--- src/hw/rtl/lwc_pkg.sv ---
// ----------------------------------------------------------------------------
// lwc_pkg
// Shared constants, types and blend arithmetic of the window compositor.
// ----------------------------------------------------------------------------
package lwc_pkg;

   localparam int MAX_SLOTS   = 32;
   localparam int SCREEN_COLS = 1920;
   localparam int SCREEN_ROWS = 1080;

   localparam int SLOT_W   = 5;
   localparam int COORD_W  = 11;
   localparam int POS_W    = 13;
   localparam int DX_W     = POS_W + 1;
   localparam int SIZE_W   = 12;
   localparam int COLOR_W  = 24;
   localparam int CH_W     = 8;
   localparam int ALPHA_W  = 8;
   localparam int SUM_W    = 16;
   localparam int ACTIVE_W = 6;
   localparam int SCR_W    = 13;

   localparam int ADDR_W    = 4;
   localparam int DATA_W    = 32;
   localparam int REG_IDX_W = 2;

   localparam logic [REG_IDX_W-1:0] REG_BACKGROUND = 2'd0;
   localparam logic [REG_IDX_W-1:0] REG_ACCENT     = 2'd1;
   localparam logic [REG_IDX_W-1:0] REG_ACTIVE     = 2'd2;

   localparam logic [COLOR_W-1:0]  RESET_BACKGROUND = 24'h121212;
   localparam logic [COLOR_W-1:0]  RESET_ACCENT     = 24'h0078D7;
   localparam logic [ACTIVE_W-1:0] RESET_ACTIVE     = '0;

   localparam logic [ALPHA_W-1:0] ALPHA_FULL = 8'hFF;

   typedef struct packed {
      logic signed [POS_W-1:0] left;
      logic signed [POS_W-1:0] top;
      logic [SIZE_W-1:0]       width;
      logic [SIZE_W-1:0]       height;
      logic [COLOR_W-1:0]      color;
      logic [ALPHA_W-1:0]      alpha;
      logic                    visible;
      logic                    focused;
   } lwc_window_type;

   typedef struct packed {
      logic [COLOR_W-1:0]  background;
      logic [COLOR_W-1:0]  accent;
      logic [ACTIVE_W-1:0] active;
   } lwc_cfg_type;

   typedef struct packed {
      logic               valid;
      logic               onscreen;
      logic [COORD_W-1:0] col;
      logic [COORD_W-1:0] row;
      logic [COLOR_W-1:0] color;
   } lwc_link_type;

   typedef struct packed {
      logic               valid;
      logic               onscreen;
      logic               hit;
      logic               border;
      logic [COORD_W-1:0] col;
      logic [COORD_W-1:0] row;
      logic [COLOR_W-1:0] color;
      logic [SUM_W-1:0]   sum_r;
      logic [SUM_W-1:0]   sum_g;
      logic [SUM_W-1:0]   sum_b;
   } lwc_mid_type;

   function automatic logic [SUM_W-1:0] blend_sum(
      input logic [CH_W-1:0]    fg,
      input logic [CH_W-1:0]    bg,
      input logic [ALPHA_W-1:0] a
   );
      logic [SUM_W-1:0] p_fg;
      logic [SUM_W-1:0] p_bg;
      p_fg = SUM_W'(fg) * SUM_W'(a);
      p_bg = SUM_W'(bg) * SUM_W'(ALPHA_FULL - a);
      return SUM_W'(p_fg + p_bg);
   endfunction

   // exact floor(s / 255) for s below 65280
   function automatic logic [CH_W-1:0] div255(input logic [SUM_W-1:0] s);
      logic [SUM_W:0] t;
      t = (SUM_W+1)'(s) + (SUM_W+1)'(s >> CH_W) + (SUM_W+1)'(1);
      return t[SUM_W-1:CH_W];
   endfunction

endpackage

--- src/hw/rtl/lwc_csr.sv ---
// ----------------------------------------------------------------------------
// lwc_csr
// Configuration registers behind the register bus: background, accent, count.
// ----------------------------------------------------------------------------
module lwc_csr import lwc_pkg::*; (
   input  logic              clock,
   input  logic              reset,
   input  logic              psel,
   input  logic              penable,
   input  logic              pwrite,
   input  logic [ADDR_W-1:0] paddr,
   input  logic [DATA_W-1:0] pwdata,
   output logic [DATA_W-1:0] prdata,
   output logic              pready,
   output lwc_cfg_type       cfg
);

   logic [COLOR_W-1:0]   background_ff;
   logic [COLOR_W-1:0]   accent_ff;
   logic [ACTIVE_W-1:0]  active_ff;
   logic [REG_IDX_W-1:0] idx;
   logic                 wr_en;

   assign pready = 1'b1;
   assign idx    = paddr[ADDR_W-1:ADDR_W-REG_IDX_W];
   assign wr_en  = psel && penable && pwrite && pready;

   always_ff @(posedge clock) begin
      if (reset) begin
         background_ff <= RESET_BACKGROUND;
         accent_ff     <= RESET_ACCENT;
         active_ff     <= RESET_ACTIVE;
      end else if (wr_en) begin
         case (idx)
            REG_BACKGROUND: background_ff <= pwdata[COLOR_W-1:0];
            REG_ACCENT:     accent_ff     <= pwdata[COLOR_W-1:0];
            REG_ACTIVE:     active_ff     <= pwdata[ACTIVE_W-1:0];
            default: ;
         endcase
      end
   end

   always_comb begin
      case (idx)
         REG_BACKGROUND: prdata = DATA_W'(background_ff);
         REG_ACCENT:     prdata = DATA_W'(accent_ff);
         REG_ACTIVE:     prdata = DATA_W'(active_ff);
         default:        prdata = '0;
      endcase
   end

   assign cfg.background = background_ff;
   assign cfg.accent     = accent_ff;
   assign cfg.active     = active_ff;

endmodule

--- config.mk ---
export PLATFORM = sky130hd
export DESIGN_NAME = lwc_csr
export DESIGN_NICKNAME = d
export VERILOG_FILES = /design/src/hw/rtl/lwc_pkg.sv /design/src/hw/rtl/lwc_csr.sv
export SDC_FILE = /design/constraint.sdc
export NUM_CORES = 1
export LEC_CHECK = 0
export ABC_AREA = 1
export BUFFER_PORTS_ARGS = -buffer_cell sky130_fd_sc_hd__buf_2
export CAP_MARGIN = 15
export CORE_MARGIN = 2
export CORE_UTILIZATION = 45
export DETAILED_ROUTE_END_ITERATION = 12
export PLACE_DENSITY = 0.87
export SYNTH_ARGS = -nofsm -noshare
export SYNTH_HDL_FRONTEND = slang
export SYNTH_SLANG_ARGS = --single-unit
--- constraint.sdc ---
create_clock -name clock -period 0.97 [get_ports clock]
set_clock_uncertainty 0.05 [all_clocks]
set_input_delay 0.0485 -clock clock [delete_from_list [all_inputs] [get_ports clock]]
set_output_delay 0.0485 -clock clock [all_outputs]
set_load 0.02 [all_outputs]
==> results.json <==
{
  "status": "finished, violations left",
  "failed_checks": "negative setup slack",
  "grt_pass1_vias": 2987,
  "start_util_pct": 46.3,
  "drive_above_1_share_pct": 48.0,
  "vias": 3127,
  "hold_path.class": "primary input to flop",
  "design_area_sq_um": 4300,
  "final_core_util_pct": 78.6,
  "boundaryPins": 128,
  "synth-xor-area-share_pct": 0,
  "antenna_found_initial": 0,
  "cts_buffers": 5,
  "grtUsageTotal_pct": 28.1,
  "placed_area_sq_um": 3240,
  "synth_compound_area_share_pct": 6.22,
  "fmax_ghz": 0.898,
  "drtPass1Iterations": 6,
  "ctsLongestPathBuffers": 2,
  "cts_tree": "built",
  "grt_max_degree": 29,
  "period_needed_ns": 1.11,
  "antenna_left": 0,
  "p_sw_uw": 1300,
  "start_kind": "flop",
  "core_sq_um": 5470,
  "period_share_pct": 115,
  "swShare_pct": 28.2,
  "drc": 0,
  "power.density_nw_per_um2": 1070,
  "clk_latency_ns": 0.29,
  "drt-initial-drc-count": 152,
  "portBuffers": 108,
  "worstPathMaxFanout": 3,
  "die_area_sq_um": 6250,
  "fin_nets": 575,
  "wl_per_cell_um": 15.6,
  "dieHeight_um": 79.1,
  "grt_first_pass_wirelength_um": 13900,
  "cts_max_level": 2,
  "wirelength_um": 9480,
  "yosys.area_share.simple_pct": 39.1,
  "place_ws_ns": -0.0965,
  "final_cell_mix": "nor2_1, nand2_1, buf_6, nand3_1, buf_2",
  "muxShareOfSynthArea_pct": 0,
  "die_w_um": 79.1,
  "synth-adder-area-share_pct": 0,
  "grt_overflow_total": 0,
  "end_kind": "output pin",
  "reg2reg_depth": 4,
  "fin_setup_tns_ns": -2.52,
  "cts_sinks": 54,
  "hold_viol": 0,
  "intPower_uw": 3300,
  "power_frac_comb_pct": 21.7,
  "total_leakage_power_uw": 0.00218,
  "pwr-share-clk_pct": 27.9,
  "synth.distinct_cells": 16,
  "yosysSeqAreaShare_pct": 42.6,
  "gp_congestion": 0.745,
  "rsz0062_at_grt": "yes",
  "antenna_cells": 0,
  "max-vdd-ir-drop_mv": 0.782,
  "final_common_cell": "nor2_1",
  "cts_root_buf": "clkbuf_8",
  "num_rows": 27,
  "cap_violations": 0,
  "syn_inst": 370,
  "power_frac_seq_pct": 50.4,
  "syn_to_final_growth_pct": 69.7,
  "hold_path_depth": 5,
  "critPathKind": "flop to output pin",
  "setup_slack_ns": -0.144,
  "clkSlewWorstSetupHoldPaths_ns": 0.10,
  "ys_seq_elements": 54,
  "cp.required_ns": 0.87,
  "maxSlewViolCount": 0,
  "setup_viol": 34,
  "avgSynthCellArea_sq_um": 6.85,
  "netlist_area_sq_um": 2530,
  "place_hpwl_um": 5150,
  "vias_per_cell": 5.15,
  "ys_warn_count": 0,
  "cp.arrival_ns": 1.02,
  "synth_top_family_by_area": "simple AND/OR/NAND/NOR gates"
}
-- through the flow --
step	instances	hold WS, ns	power, uW
floorplan	377	0.125	2830
detailed placement	548	0.234	3090
global route	607	0.0541	4780
global placement	548	0.227	3070
finish	607	0.0272	4600
CTS	592	0.0165	4510
-- critical path, cell delays in order (launching register included) --
cell,delay [ns]
dfxtp_2,0.35
a22o_1,0.23
buf_6,0.14
-- per-layer routing --
layer	up-vias	share of wire, %	global-route usage, %
li1	1472	-	-
met1	1484	37	29.4
met2	148	55	55.8
met3	23	6.0	5.68
met4	0	2.1	7.76
met5	-	0	0
-- worst paths after layout --
kind,start,endpoint,slack (ns)
max reg2reg,background_ff[8]$_SDFFE_PP0P_,background_ff[8]$_SDFFE_PP0P_,0.07
min,pwdata[16],background_ff[16]$_SDFFE_PP0P_,0.03
min reg2reg,accent_ff[13]$_SDFFE_PP1P_,accent_ff[13]$_SDFFE_PP1P_,0.43
max,accent_ff[12]$_SDFFE_PP1P_,prdata[12],-0.14
-- area by class of cell --
class,count,area (sq um)
Timing Repair Buffer,181,1600
Multi-Input combinational cell,265,1270
Fill cell,380,1170
Sequential cell,54,1140
Inverter,27,101
Tap cell,72,90.1
Clock buffer,7,86.3
Clock inverter,1,5.00
-- flip-flops by register name, indices dropped and copies added, names as in the netlist --
signal / count
accent_ff: 24
active_ff: 6
background_ff: 24
-- what timing repair did --
| item | in CTS | in global routing |
|---|---|---|
| resized for setup | 155 | 51 |
| endpoints found under the setup margin | 26 | 51 |
| pin swaps | 23 | 14 |
| buffers inserted | 23 | 14 |
| hold buffers | 13 | 0 |
| gates cloned | 0 | 1 |
| hold endpoints to repair | 16 | 0 |
-- cells by family (layout without fill, tap and decap cells) --
logic type             after synthesis  in the layout
other                                2              9
DFF                                 54             54
AOI/OAI and AO/OA                   18             18
and+or+nand+nor                    238            238
buffers and inverters               58            216
-- Yosys cell counts --
library cell	number	area [sq um]
dfxtp_1	54	1080
a22o_1	18	158
nand3_1	61	305
nand2_1	93	349
nor2_1	79	297
buf_4	16	120
clkbuf_1	4	15.0
conb_1	2	7.51
buf_1	1	3.75
buf_2	9	45.0
inv_2	2	7.51
nor2_2	2	12.5
nand2_2	1	6.26
buf_6	1	11.3
inv_1	25	93.8
nor2_4	2	22.5
-- power by group through the flow --
stage               sequential (uW)  combinational, uW  clock (uW)
floorplan                      2410                417           0
global placement               2350                717           0
detailed placement             2350                733           0
CTS                            2310                907        1300
global route                   2320               1070        1390
finish                         2320                998        1280
Power figures use the tool's default switching activity.
