$ cat src/hw/rtl/lwc_pkg.sv
// ----------------------------------------------------------------------------
// lwc_pkg
// Shared constants, types and blend arithmetic of the window compositor.
// ----------------------------------------------------------------------------
package lwc_pkg;

   localparam int MAX_SLOTS   = 32;
   localparam int SCREEN_COLS = 1920;
   localparam int SCREEN_ROWS = 1080;

   localparam int SLOT_W   = 5;
   localparam int COORD_W  = 11;
   localparam int POS_W    = 13;
   localparam int DX_W     = POS_W + 1;
   localparam int SIZE_W   = 12;
   localparam int COLOR_W  = 24;
   localparam int CH_W     = 8;
   localparam int ALPHA_W  = 8;
   localparam int SUM_W    = 16;
   localparam int ACTIVE_W = 6;
   localparam int SCR_W    = 13;

   localparam int ADDR_W    = 4;
   localparam int DATA_W    = 32;
   localparam int REG_IDX_W = 2;

   localparam logic [REG_IDX_W-1:0] REG_BACKGROUND = 2'd0;
   localparam logic [REG_IDX_W-1:0] REG_ACCENT     = 2'd1;
   localparam logic [REG_IDX_W-1:0] REG_ACTIVE     = 2'd2;

   localparam logic [COLOR_W-1:0]  RESET_BACKGROUND = 24'h121212;
   localparam logic [COLOR_W-1:0]  RESET_ACCENT     = 24'h0078D7;
   localparam logic [ACTIVE_W-1:0] RESET_ACTIVE     = '0;

   localparam logic [ALPHA_W-1:0] ALPHA_FULL = 8'hFF;

   typedef struct packed {
      logic signed [POS_W-1:0] left;
      logic signed [POS_W-1:0] top;
      logic [SIZE_W-1:0]       width;
      logic [SIZE_W-1:0]       height;
      logic [COLOR_W-1:0]      color;
      logic [ALPHA_W-1:0]      alpha;
      logic                    visible;
      logic                    focused;
   } lwc_window_type;

   typedef struct packed {
      logic [COLOR_W-1:0]  background;
      logic [COLOR_W-1:0]  accent;
      logic [ACTIVE_W-1:0] active;
   } lwc_cfg_type;

   typedef struct packed {
      logic               valid;
      logic               onscreen;
      logic [COORD_W-1:0] col;
      logic [COORD_W-1:0] row;
      logic [COLOR_W-1:0] color;
   } lwc_link_type;

   typedef struct packed {
      logic               valid;
      logic               onscreen;
      logic               hit;
      logic               border;
      logic [COORD_W-1:0] col;
      logic [COORD_W-1:0] row;
      logic [COLOR_W-1:0] color;
      logic [SUM_W-1:0]   sum_r;
      logic [SUM_W-1:0]   sum_g;
      logic [SUM_W-1:0]   sum_b;
   } lwc_mid_type;

   function automatic logic [SUM_W-1:0] blend_sum(
      input logic [CH_W-1:0]    fg,
      input logic [CH_W-1:0]    bg,
      input logic [ALPHA_W-1:0] a
   );
      logic [SUM_W-1:0] p_fg;
      logic [SUM_W-1:0] p_bg;
      p_fg = SUM_W'(fg) * SUM_W'(a);
      p_bg = SUM_W'(bg) * SUM_W'(ALPHA_FULL - a);
      return SUM_W'(p_fg + p_bg);
   endfunction

   // exact floor(s / 255) for s below 65280
   function automatic logic [CH_W-1:0] div255(input logic [SUM_W-1:0] s);
      logic [SUM_W:0] t;
      t = (SUM_W+1)'(s) + (SUM_W+1)'(s >> CH_W) + (SUM_W+1)'(1);
      return t[SUM_W-1:CH_W];
   endfunction

endpackage

$ cat src/hw/rtl/lwc_cell.sv
// ----------------------------------------------------------------------------
// lwc_cell
// One window slot: holds its rectangle and look, and composites the passing
// pixel over two stages (cover test and products, then divide and select).
// ----------------------------------------------------------------------------
module lwc_cell import lwc_pkg::*; (
   input  logic               clock,
   input  logic               reset,
   input  logic               adv,
   input  logic               active,
   input  logic               wr_en,
   input  lwc_window_type     wr_win,
   input  logic [COLOR_W-1:0] accent,
   input  lwc_link_type       link_in,
   output lwc_link_type       link_out,
   output logic               busy
);

   lwc_window_type     win_ff;
   lwc_mid_type        mid_ff;
   lwc_mid_type        mid_in;
   lwc_link_type       out_ff;
   lwc_link_type       out_in;
   logic [DX_W-1:0]    dx;
   logic [DX_W-1:0]    dy;
   logic               in_x;
   logic               in_y;
   logic               bord_x;
   logic               bord_y;
   logic [COLOR_W-1:0] blended;

   always_comb begin
      dx = DX_W'(link_in.col) - {win_ff.left[POS_W-1], win_ff.left};
      dy = DX_W'(link_in.row) - {win_ff.top[POS_W-1], win_ff.top};

      in_x = !dx[DX_W-1] && (dx[POS_W-1:0] < POS_W'(win_ff.width));
      in_y = !dy[DX_W-1] && (dy[POS_W-1:0] < POS_W'(win_ff.height));

      bord_x = (dx[POS_W-1:0] < POS_W'(2)) ||
               (DX_W'(dx[POS_W-1:0]) + DX_W'(2) >= DX_W'(win_ff.width));
      bord_y = (dy[POS_W-1:0] < POS_W'(2)) ||
               (DX_W'(dy[POS_W-1:0]) + DX_W'(2) >= DX_W'(win_ff.height));

      mid_in.valid    = link_in.valid;
      mid_in.onscreen = link_in.onscreen;
      mid_in.hit      = active && win_ff.visible && link_in.onscreen && in_x && in_y;
      mid_in.border   = win_ff.focused && (bord_x || bord_y);
      mid_in.col      = link_in.col;
      mid_in.row      = link_in.row;
      mid_in.color    = link_in.color;
      mid_in.sum_r    = blend_sum(win_ff.color[23:16], link_in.color[23:16], win_ff.alpha);
      mid_in.sum_g    = blend_sum(win_ff.color[15:8], link_in.color[15:8], win_ff.alpha);
      mid_in.sum_b    = blend_sum(win_ff.color[7:0], link_in.color[7:0], win_ff.alpha);
   end

   always_comb begin
      blended = {div255(mid_ff.sum_r), div255(mid_ff.sum_g), div255(mid_ff.sum_b)};

      out_in.valid    = mid_ff.valid;
      out_in.onscreen = mid_ff.onscreen;
      out_in.col      = mid_ff.col;
      out_in.row      = mid_ff.row;
      if (!mid_ff.hit) begin
         out_in.color = mid_ff.color;
      end else if (mid_ff.border) begin
         out_in.color = accent;
      end else begin
         out_in.color = blended;
      end
   end

   always_ff @(posedge clock) begin
      if (reset) begin
         win_ff <= '0;
      end else if (wr_en) begin
         win_ff <= wr_win;
      end
   end

   always_ff @(posedge clock) begin
      if (reset) begin
         mid_ff.valid <= 1'b0;
         out_ff.valid <= 1'b0;
      end else if (adv) begin
         mid_ff <= mid_in;
         out_ff <= out_in;
      end
   end

   assign link_out = out_ff;
   assign busy     = mid_ff.valid || out_ff.valid;

endmodule

$ cat config.mk
export PLATFORM = sky130hd
export DESIGN_NAME = lwc_cell
export DESIGN_NICKNAME = d
export VERILOG_FILES = /design/src/hw/rtl/lwc_pkg.sv /design/src/hw/rtl/lwc_cell.sv
export SDC_FILE = /design/constraint.sdc
export NUM_CORES = 1
export LEC_CHECK = 0
export ABC_CLOCK_PERIOD_IN_PS = 17390
export BUFFER_PORTS_ARGS = -buffer_cell sky130_fd_sc_hd__buf_2
export CAP_MARGIN = 20
export CORE_UTILIZATION = 67
export DETAILED_ROUTE_END_ITERATION = 10
export MAX_ROUTING_LAYER = met4
export PLACE_DENSITY = 0.95
export SETUP_SLACK_MARGIN = 0.1
export SLEW_MARGIN = 15
export SYNTH_ARGS = -nofsm -noshare
export SYNTH_HDL_FRONTEND = slang
export SYNTH_SLANG_ARGS = --single-unit
$ cat constraint.sdc
create_clock -name clock -period 17.39 [get_ports clock]
set_input_delay 0 -clock clock [delete_from_list [all_inputs] [get_ports clock]]
set_output_delay 0 -clock clock [all_outputs]
set_load 0.01 [all_outputs]
==> flow_summary_export.csv <==
group,metric,value,unit
status,outcome,"finished with violations",
status,violations,"design-rule violations",
yosys,synth_edf_count,144,
yosys,ys.flop_type,"edfxtp_1",
sta,finClkSkew,0.0193,ns
sta,period_needed,6.13,ns
critical_path,cp.required,17.70,ns
global_routing,grt_pass1_vias,21500,
route,drc,12,
cts,tritoncts_num_sinks,230,
placed_design,port_buffers,209,
sta,timing.setup.tns,0,ns
critical_path,cp-endpoint,"mid_ff[46]",
die,fp.dieW,193,um
critical_path,path_buf_inv,6,
final_layout,nNetsFinal,3526,
route,routed_wl,65100,um
global_routing,grt_pass1_wl,106000,um
route,routedWlPerCell,19.9,um
critical_path,path_cells,"buf_4 > nand2_1 > fa_1 > inv_1 > ha_1 > inv_1 > fa_1 > inv_1 > fa_1 > inv_1 > fa_1 > inv_1 > fa_1 > ha_1 > a21oi_1 > o21bai_1 > a21oi_1 > nor2b_1 > o2111ai_1 > nand2_1 > o41ai_1 > xnor2_1",
sta,hold_violations,0,
sta,max_freq,0.163,GHz
critical_path,reg2reg_slack,11.26,ns
critical_path,arrival,6.44,ns
cts,cts_made_buffers,26,
critical_path,reg2reg_depth,22,
critical_path,rr_startpoint,"win_ff[3]",
final_layout,area_delta_synth_final,15.9,%
global_routing,grt_remaining_overflow,0,
yosys,synth-seq-cells,230,
sta,slew_headroom,22.0,%
pwr,p_per_area,135,nW/um^2
route,vias,19200,
critical_path,r2r-end,"mid_ff[46]",
critical_path,cpPeakStageDelay,0.56,ns
route,dr.pass1.iters,11,
die,fp.dieH,193,um
sta,finalCritPeriodShare,35.2,%
placed_design,gp_congestion,0.931,
critical_path,crit_fanout,47,
cts,cts_root_buf,"clkbuf_16",
route,ant_nets,0,
cts,cts_resized,0,
critical_path,endpoint_kind,"flip-flop",
pwr,leakage,13.6,nW
placed_design,dpl.hpwl,44400,um
cts,htreeDepth,1,
yosys,syn_area_per_cell,9.98,sq um
die,core,35800,sq um
die,start_util,68.5,%
yosys,async_flop_share,0,%
sta,tightest_slew,1.17,ns
cts,clk_latency,0.58,ns
yosys,ys_seq_area_share,24.6,%
route,viasPerCell,5.88,
die,fp-row-count,69,
yosys,synthCells,2460,
critical_path,cpMaxStageDelayCell,"fa_1",
critical_path,cp_num_cells,22,
die,die_area,37400,sq um
pwr,peakVddDrop,0.000169,V
cts,cts_tree,"done",
yosys,yosys_warnings,0,
cts,clkTransAtPathRegs,0.08,ns
final_layout,final_area,28500,sq um
critical_path,start_kind,"flip-flop",
sta,rsz0062_at_grt,"false",
route,first_iter_violations,1350,
final_layout,drive_gt1_share,10.9,%
global_routing,grtUsageTotal,36.7,%
global_routing,antenna_found_initial,3,
critical_path,worstSetupPathType,"reg2reg",
yosys,synth_area,24600,sq um
die,io_pins,210,
flow_run,drv_cap,0,
global_routing,grt_max_degree,88,
final_layout,post-route-util,79.4,%
placed_design,placed_area,26000,sq um
hold_path,hold_path.class,"in2reg",
critical_path,crit_start,"win_ff[3]",
sta,drv_slew,0,
sta,setup_viol_count_final,0,
critical_path,crit_family,"adder cells",
yosys,synth_cell_type_count,82,
cts,cts_buffer_depth,3,
[cells in the mapped netlist, types with 12 or more instances]
master / n / area share (%)
a21o_1: 18 / 0.55
mux2i_1: 91 / 3.7
and2_1: 94 / 2.4
o21ai_0: 36 / 0.73
nand3_1: 25 / 0.51
nor2b_1: 123 / 3.1
xnor2_1: 62 / 2.2
dfxtp_1: 86 / 7.0
a31oi_1: 12 / 0.31
nor2_1: 124 / 1.9
nand2b_1: 86 / 2.2
a21oi_1: 43 / 0.88
nor3_1: 20 / 0.41
xor2_1: 31 / 1.1
edfxtp_1: 144 / 18
o21a_1: 23 / 0.70
clkbuf_1: 71 / 1.1
ha_1: 286 / 15
inv_1: 484 / 7.4
nand2_1: 145 / 2.2
fa_1: 289 / 24
[area by class of cell]
class / count / area, sq um
multi-input cells: 1664 / 16400
fillers: 1976 / 7360
flip-flops and latches: 230 / 6050
repair buffers: 381 / 2740
inverters: 487 / 1830
clock buffers: 34 / 691
well taps: 461 / 577
clock inverters: 13 / 185
diodes: 3 / 7.51
[metrics by stage]
stage	power (mW)	std cells	hold slack (ns)	setup WS, ns
after floorplan	2.58	2462	0.0989	10.08
after CTS	3.79	3270	0.000172	11.31
after detailed placement	3.15	3063	0.196	11.40
after global placement	2.97	3063	0.196	11.66
final	3.84	3273	0.00546	11.26
after global routing	4.16	3273	0.0284	10.97
[cell usage in the layout (no fill, tap or decap), drive strengths merged, types with 8 or more instances in the layout]
cell type      n
ha           286
mux2          10
a211oi         8
a22oi         11
a21oi         43
and3          12
xor2          32
nor3          20
clkbuf        34
and2          95
nor2         127
nand3         25
inv          487
nand2        145
edfxtp       144
a31oi         12
dlygate4sd3  160
or3            9
o21a          23
a21o          18
fa           289
o21ai         39
dfxtp         86
nand2b        87
clkinv         9
mux2i         91
nor2b        123
buf          221
xnor2         66
[where the power goes]
group / switching [mW] / internal (mW) / leakage [nW]
Combinational: 1.36 / 1.06 / 11.1
Clock: 0.246 / 0.340 / 0.427
Sequential: 0.0731 / 0.764 / 2.06
[worst min path at each step]
stage / start / endpoint / slack (ns) / cells past startpoint
floorplan: link_in[0] / mid_ff[48] / 0.1 / 0
global placement: link_in[46] / mid_ff[96] / 0.20 / 1
detailed placement: link_in[46] / mid_ff[96] / 0.20 / 1
CTS: wr_en / win_ff[17] / 0.0002 / 3
global route: wr_en / win_ff[34] / 0.03 / 3
finish: wr_en / win_ff[41] / 0.005 / 3
[logic make-up after synthesis]
logic type / count (synthesis) / share of synthesized area, %
flip-flops: 230 / 24.6
adder cells (fa/ha/maj): 575 / 38.1
AO/OA/AOI/OAI: 217 / 6.29
AND/OR/NAND/NOR: 670 / 14.4
multiplexers: 101 / 4.17
other: 1 / 0.0153
buffers and inverters: 568 / 8.70
XOR/XNOR: 98 / 3.69
[layer usage]
layer  wire length (um)  track usage [%]  up-vias
li1                   -                -     8500
met1              23400             40.8     9405
met2              32700             63.4     1036
met3               5610             6.90      306
met4               3390             18.2        0
met5                  0                -        -
[registers in the layout, indices dropped and copies added (netlist names)]
signal    flops
mid_ff       98
win_ff       84
link_out     48
[repair_timing]
action                                 CTS  global route
endpoints found under the hold margin  180             0
setup buffers                            0             0
hold buffers                           160             0
setup endpoints to repair                0             0
[worst min-delay path: stages]
cell     delay [ns]
buf_4          0.28
mux2i_1        0.18
nor2_1         0.09
Note: power is estimated with default switching activity, not from simulation.
